===== src/hdl/wcs_pkg.sv =====
// ----------------------------------------------------------------------------
// wcs_pkg
// shared types, codes and widths of the windowed counter statistics block
// ----------------------------------------------------------------------------
package wcs_pkg;

    localparam int KeysDefault   = 8;
    localparam int LevelsDefault = 4;
    localparam int CountW        = 32;
    localparam int TimeW         = 48;
    localparam int CfgIdxW       = 3;
    localparam int CfgDataW      = 48;

    // operation codes
    localparam logic [1:0] OpAdd  = 2'd0;
    localparam logic [1:0] OpTick = 2'd1;
    localparam logic [1:0] OpThr  = 2'd2;
    localparam logic [1:0] OpRead = 2'd3;

    // result kinds
    localparam logic [1:0] ResAlarm = 2'd0;
    localparam logic [1:0] ResRead  = 2'd1;
    localparam logic [1:0] ResDone  = 2'd2;

    // statistic selectors
    localparam logic [2:0] StatCur  = 3'd0;
    localparam logic [2:0] StatLast = 3'd1;
    localparam logic [2:0] StatMin  = 3'd2;
    localparam logic [2:0] StatMax  = 3'd3;
    localparam logic [2:0] StatRoll = 3'd4;

    // register indexes
    localparam logic [2:0] CfgKeyCount = 3'd0;
    localparam logic [2:0] CfgPerSec   = 3'd1;
    localparam logic [2:0] CfgPerMin   = 3'd2;
    localparam logic [2:0] CfgPerHour  = 3'd3;
    localparam logic [2:0] CfgPerDay   = 3'd4;
    localparam logic [2:0] CfgAlarmEn  = 3'd5;

    // controller to datapath commands
    typedef struct packed {
        logic latch;     // capture the input request
        logic do_add;    // add at the current sweep level
        logic do_thr;    // threshold write
        logic rd_req;    // read memories at the selected address
        logic sweep_wr;  // close update for the swept entry
        logic roll_lvl;  // bump roll count and start of the sweep level
        logic clr_lvl;   // reset level counter
        logic inc_lvl;   // next level
        logic clr_key;   // reset key counter
        logic inc_key;   // next key
        logic emit_alarm;
        logic emit_done;
        logic emit_read;
    } t_cmd;

    // datapath to controller status
    typedef struct packed {
        logic [1:0] op;
        logic       lvl_last;   // level counter at last level
        logic       key_last;   // key counter at last active key
        logic       no_keys;    // no active keys
        logic       lvl_closes; // current level window closes
        logic       alarm_hit;  // swept entry raises an alarm
        logic       out_busy;   // output register full and stalled
    } t_status;

endpackage


===== src/hdl/wcs_ctrl.sv =====
// ----------------------------------------------------------------------------
// wcs_ctrl
// sequencer for add, tick sweep, threshold write and read requests
// ----------------------------------------------------------------------------
module wcs_ctrl (
    input  logic               i_clk,
    input  logic               i_rst_n,
    input  logic               i_in_valid,
    output logic               o_in_stall,
    input  wcs_pkg::t_status   i_status,
    output wcs_pkg::t_cmd      o_cmd
);
    import wcs_pkg::*;

    typedef enum logic [3:0] {
        S_IDLE, S_RD, S_EXEC, S_LVL, S_KRD, S_KWAIT, S_KEXEC, S_ROLL, S_DONE
    } t_state;

    t_state r_state;
    t_cmd   r_cmd;

    always_comb o_in_stall = (r_state != S_IDLE);

    // capture strobe at the accepting edge, other commands registered
    always_comb begin
        o_cmd       = r_cmd;
        o_cmd.latch = (r_state == S_IDLE) && i_in_valid;
    end

    // add walks levels via S_RD/S_EXEC; tick sweeps each closing level
    always_ff @(posedge i_clk) begin
        if (!i_rst_n) begin
            r_state <= S_IDLE;
            r_cmd   <= '0;
        end else begin
            r_cmd <= '0;
            unique case (r_state)
                S_IDLE: begin
                    if (i_in_valid) begin
                        r_cmd.clr_lvl <= 1'b1;
                        r_cmd.clr_key <= 1'b1;
                        r_state       <= S_RD;
                    end
                end
                S_RD: begin
                    if (i_status.op == OpTick) begin
                        r_state <= S_LVL;
                    end else begin
                        r_cmd.rd_req <= 1'b1;
                        r_state      <= S_EXEC;
                    end
                end
                S_EXEC: begin
                    // wait for the registered read
                    if (r_cmd.rd_req) begin
                        r_state <= S_EXEC;
                    end else if (i_status.op == OpAdd) begin
                        r_cmd.do_add <= 1'b1;
                        if (i_status.lvl_last) begin
                            r_state <= S_DONE;
                        end else begin
                            r_cmd.inc_lvl <= 1'b1;
                            r_state       <= S_RD;
                        end
                    end else if (i_status.op == OpThr) begin
                        r_cmd.do_thr <= 1'b1;
                        r_state      <= S_DONE;
                    end else if (!i_status.out_busy) begin
                        r_cmd.emit_read <= 1'b1;
                        r_state         <= S_IDLE;
                    end
                end
                S_LVL: begin
                    if (r_cmd.inc_lvl || r_cmd.roll_lvl) begin
                        r_state <= S_LVL;
                    end else if (!i_status.lvl_closes) begin
                        if (i_status.lvl_last) r_state <= S_DONE;
                        else r_cmd.inc_lvl <= 1'b1;
                    end else if (i_status.no_keys) begin
                        r_state <= S_ROLL;
                    end else begin
                        r_cmd.clr_key <= 1'b1;
                        r_state       <= S_KRD;
                    end
                end
                S_KRD: begin
                    r_cmd.rd_req <= 1'b1;
                    r_state      <= S_KWAIT;
                end
                S_KWAIT: r_state <= S_KEXEC;
                S_KEXEC: begin
                    if (!(i_status.alarm_hit && i_status.out_busy)) begin
                        r_cmd.emit_alarm <= i_status.alarm_hit;
                        r_cmd.sweep_wr   <= 1'b1;
                        if (i_status.key_last) begin
                            r_state <= S_ROLL;
                        end else begin
                            r_cmd.inc_key <= 1'b1;
                            r_state       <= S_KRD;
                        end
                    end
                end
                S_ROLL: begin
                    if (!r_cmd.sweep_wr) begin
                        r_cmd.roll_lvl <= 1'b1;
                        if (i_status.lvl_last) r_state <= S_DONE;
                        else begin
                            r_cmd.inc_lvl <= 1'b1;
                            r_state       <= S_LVL;
                        end
                    end
                end
                S_DONE: begin
                    if (!i_status.out_busy && !r_cmd.roll_lvl && !r_cmd.do_add
                        && !r_cmd.do_thr) begin
                        r_cmd.emit_done <= 1'b1;
                        r_state         <= S_IDLE;
                    end
                end
                default: r_state <= S_IDLE;
            endcase
        end
    end

    // requests are only taken from idle
    a_accept: assert property (@(posedge i_clk) disable iff (!i_rst_n)
        o_cmd.latch |-> (r_state == S_IDLE)) else $error("latch outside idle");
    // at most one result per cycle
    a_one_emit: assert property (@(posedge i_clk) disable iff (!i_rst_n)
        $onehot0({o_cmd.emit_alarm, o_cmd.emit_done, o_cmd.emit_read}))
        else $error("two results at once");
    // a sweep write follows the execute step of its key
    a_sweep: assert property (@(posedge i_clk) disable iff (!i_rst_n)
        o_cmd.sweep_wr |-> $past(r_state == S_KEXEC)) else $error("sweep without read");

endmodule


===== config.mk =====
export PLATFORM = sky130hd
export DESIGN_NAME = wcs_ctrl
export DESIGN_NICKNAME = d
export VERILOG_FILES = /design/src/hdl/wcs_pkg.sv /design/src/hdl/wcs_ctrl.sv
export SDC_FILE = /design/constraint.sdc
export NUM_CORES = 1
export LEC_CHECK = 0
export ABC_AREA = 1
export BUFFER_PORTS_ARGS = -buffer_cell sky130_fd_sc_hd__buf_2
export CORE_UTILIZATION = 45
export DETAILED_ROUTE_END_ITERATION = 10
export PLACE_DENSITY = 0.68
export SETUP_SLACK_MARGIN = 0.3
export SLEW_MARGIN = 20
export SYNTH_ARGS = -nofsm -noshare
export SYNTH_HDL_FRONTEND = slang
export SYNTH_SLANG_ARGS = --single-unit

===== constraint.sdc =====
create_clock -name i_clk -period 2 [get_ports i_clk]
set_clock_uncertainty 0.2 [all_clocks]
set_input_delay 0.6 -clock i_clk [delete_from_list [all_inputs] [get_ports i_clk]]
set_output_delay 0.6 -clock i_clk [all_outputs]
set_load 0.1 [all_outputs]

* Word level (Yosys, flattened, before mapping)
Index checks and enable logic that the tools add are counted.
Storage, ports and cells: bits of input ports 11, flip-flop bits (word level) 16
Operators by class: equal/unequal tests 16, multiplexer cells 37, reductions and logical operators 22, bitwise gates (word level) 3
Operators with widths (number):
- 2-to-1 mux 4 bit | 13
- one-hot mux 4 bit (9 select lines) | 1
- 2-to-1 mux 1 bit | 17
- equality test 4 x 3 -> 1 bit, second input constant | 4
- equality test 4 x 2 -> 1 bit, second input constant | 2
- != test 2 bit, second input constant | 4
- AND reduction 2 bit | 4
- 2-to-1 mux 2 bit | 3
- AND reduction 6 bit | 1
- OR reduction 3 bit | 2
- logical AND 1 bit | 5
- != test 5 bit, second input constant | 1
- OR reduction 5 bit | 1
- equality test 4 x 1 -> 1 bit, second input constant | 1
- equality test 4 bit, second input constant | 1
- zero test 1 bit | 4
- zero test 4 bit | 1
- != test 4 bit, second input constant | 1
- one-hot mux 1 bit (2 select lines) | 2
- nonzero test 4 bit | 1
- OR reduction 4 bit | 1
- inverter 1 bit | 3
- one-hot mux 1 bit (3 select lines) | 1
- equality test 2 x 1 -> 1 bit, second input constant | 1
- other kinds (3) | 3

* Logic depth before layout (Yosys ltp)
depth in word-level cells 6, mapped depth 9, gate-level depth less buffers 9

* Worst setup path after synthesis
OpenSTA, ideal clock, no wires.
kind register to output, start point register r_state[1], end point output port o_cmd[12] in the netlist's numbering, setup slack -1226 ps, data arrival time 2426 ps, cell stages (with the launch flop) 6, buffers on the path 0, path through dfxtp_1 -> inv_2 -> nand2_2 -> nor2_1 -> inv_1 -> nor2_1
RTL lines:
- from (decl) | line wcs_ctrl.sv:19 | t_state r_state;
- from (signal assigned) | line wcs_ctrl.sv:33 | r_state <= S_IDLE;
- from (signal assigned) | line wcs_ctrl.sv:42 | r_state <= S_RD;
- from (signal assigned) | line wcs_ctrl.sv:47 | r_state <= S_LVL;
- to (decl) | line wcs_ctrl.sv:11 | output wcs_pkg::t_cmd o_cmd

==> metrics.txt <==
peak supply drop 0.000430 V; vias in the first global route 869; CTS tree done; die height 46.1 um; combinational power share 50.3%; post-synth top area cell dfxtp_1; Post-Syn Area 873 um^2; effective utilization at floorplan 49.5%; violated checks setup timing; commonest non-fill, non-tap cell in the layout nand2_1; Routed WL 2450 um; Iter 0 DRT Violations 45; Sw Pwr 0.445 mW; Seq/Total Area, Yosys 36.7%; RSZ-0062 raised after global routing yes; Final Core Density 76.0%; RD Place Congestion 0.903; Hold-fix buffers, CTS 0; area of the multi-input gates 502 um^2; top post-synthesis cells by area dfxtp_1 (37%), nand2_1 (12%), nor2_1 (9.9%); Synth Net Count 143; Sink Count 16; crit path max fanout 3; CP arrival 1.22 ns; HPWL reported at the end of detailed placement 1690 um; # DRC 0; maximum clock rate 0.496 GHz; Crit. End Element output pin; area delta synth->final 53.4%; first drt pass iteration count 4; overall routing resource usage 24.9%; vias per inst 5.18; Power Internal 0.607 mW; Core ar. 0.00176 mm^2; PwrDens 785 mW/mm^2; PnR worst setup slack -0.0176 ns; Syn. warnings 0; worst-margin pin slew 0.259 ns; Worst Hold Class input pin to flop; clock-pin slew on the worst setup and hold paths 0.09 ns; Boundary Pins 25; Final Slew Violations 0; Seq cells post-synth 16; die width 46.1 um; LEAKAGE 0.642 nW; clock share of power 15.9%; clk buf depth 2; final hold vios 0; initial antenna violation count 0; Yosys cell types 22; nets 186; final instance area 0.00134 mm^2; CP Class flop to output pin; grt total ovfl 0; MaxCap Viol Count 0; Synth top area share 36.7%; # setup viols final 2; Ant. Diodes 0; clock root buffer clkbuf_4; min cycle time layout 2.02 ns; DR WL/cell 12.4 um; Skew-Pair Late Insertion Delay 0.28 ns; register area 348 um^2; Avg Synthesized Cell Area 6.62 um^2; Fillers 149; IO buf count 24; Slew HR 82.6%; row count 15; detailed-route via count 1025; Die Area 0.00212 mm^2; Sw Ratio 42.3%; Final ANT Viol Nets 0; DP Area 0.00109 mm^2; Worst EP required 1.20 ns; post-synthesis cell count 132; largest net degree at the start of global routing 9; most frequent cells in the layout nand2_1 (26), nor2_1 (19), inv_1 (15), buf_4 (15), dfxtp_2 (13); run status finished, violations left; Seq pwr share 33.8%; Period Utilization, post-route 101%; cts bufs inserted 3; layout cells sized above 1 48.0%; Startpoint Class flop; global-route wire length before repair 3710 um; H-tree depth 1
-- cells in the mapped netlist --
library cell and count:
nand4_1 1, inv_1 17, nand2_2 5, o211ai_1 1, nor2_1 23, clkbuf_1 1
nor3b_1 1, inv_2 3, nand2_4 1, a21oi_2 2, nand3_1 10, dfxtp_1 16
nand3_2 2, nor3_1 6, nor4_1 3, and2_1 2, nor2_4 2, nand3b_1 1
nand2_1 27, a21oi_1 3, o21ai_0 2, nor2_2 3
-- registers in the layout (all words and copies together), names as in the netlist --
register / flops
o_cmd: 12
r_state: 4
-- routing by layer --
| layer | wire length, um | global-route usage, % |
|---|---|---|
| met1 | 1020 | 33.6 |
| met2 | 1180 | 38.9 |
| met3 | 182 | 4.31 |
| met4 | 67 | 10.6 |
| met5 | 0 | 0 |
-- cell families after synthesis --
group	after synthesis	share of synthesized area, %
AO/OA/AOI/OAI	8	5.73
flip-flops	16	36.7
AND/OR/NAND/NOR	87	48.6
buffers and inverters	21	9.03
-- final cells by class --
class                           instances  area share, %
Multi-Input combinational cell         95           37.4
Timing Repair Buffer                   39           26.8
Sequential cell                        16           26.0
Inverter                               20           5.79
Tap cell                               25           2.33
Clock buffer                            3           1.68
-- worst paths after layout --
kind                      startpoint  cells after the start  slack (ns)                       to
max          r_state[3]$_SDFFE_PN0P_                      6       -0.02                o_cmd[12]
max reg2reg  r_state[3]$_SDFFE_PN0P_                     10        0.41  r_state[1]$_SDFFE_PN0P_
min                      i_status[7]                      2        0.27     o_cmd[11]$_SDFF_PP0_
min reg2reg      o_cmd[8]$_SDFF_PN0_                      1        0.28      o_cmd[7]$_SDFF_PN0_
-- through the flow --
step                power (mW)  setup TNS (ns)  worst slack (ns)  instances  hold WS (ns)
floorplan                0.675          -0.657            -0.451        132         0.302
global placement         0.788               0             0.140        182         0.245
detailed placement       0.786               0             0.126        182         0.235
CTS                       1.04         -0.0195           -0.0195        195         0.265
global route              1.11         -0.0907           -0.0502        198         0.281
finish                    1.05         -0.0256           -0.0176        198         0.273
-- what timing repair did --
action                     CTS  global route
setup endpoints to repair   14            15
pin swaps                    2             4
buffers inserted            10             3
resized for setup           30            16
-- power by group through the flow --
stage / clock, mW / sequential, mW / combinational [mW]
floorplan: 0 / 0.434 / 0.241
global placement: 0 / 0.360 / 0.428
detailed placement: 0 / 0.361 / 0.426
CTS: 0.174 / 0.355 / 0.508
global route: 0.188 / 0.357 / 0.562
finish: 0.167 / 0.355 / 0.530
-- worst max-delay path, stage by stage, from the launching register on --
cell and delay (ns):
dfxtp_2 0.34, inv_2 0.07, nand2_4 0.06, nor2_4 0.10
inv_2 0.06, nor2_4 0.12, buf_12 0.18
Note: power is estimated with default switching activity, not from simulation.
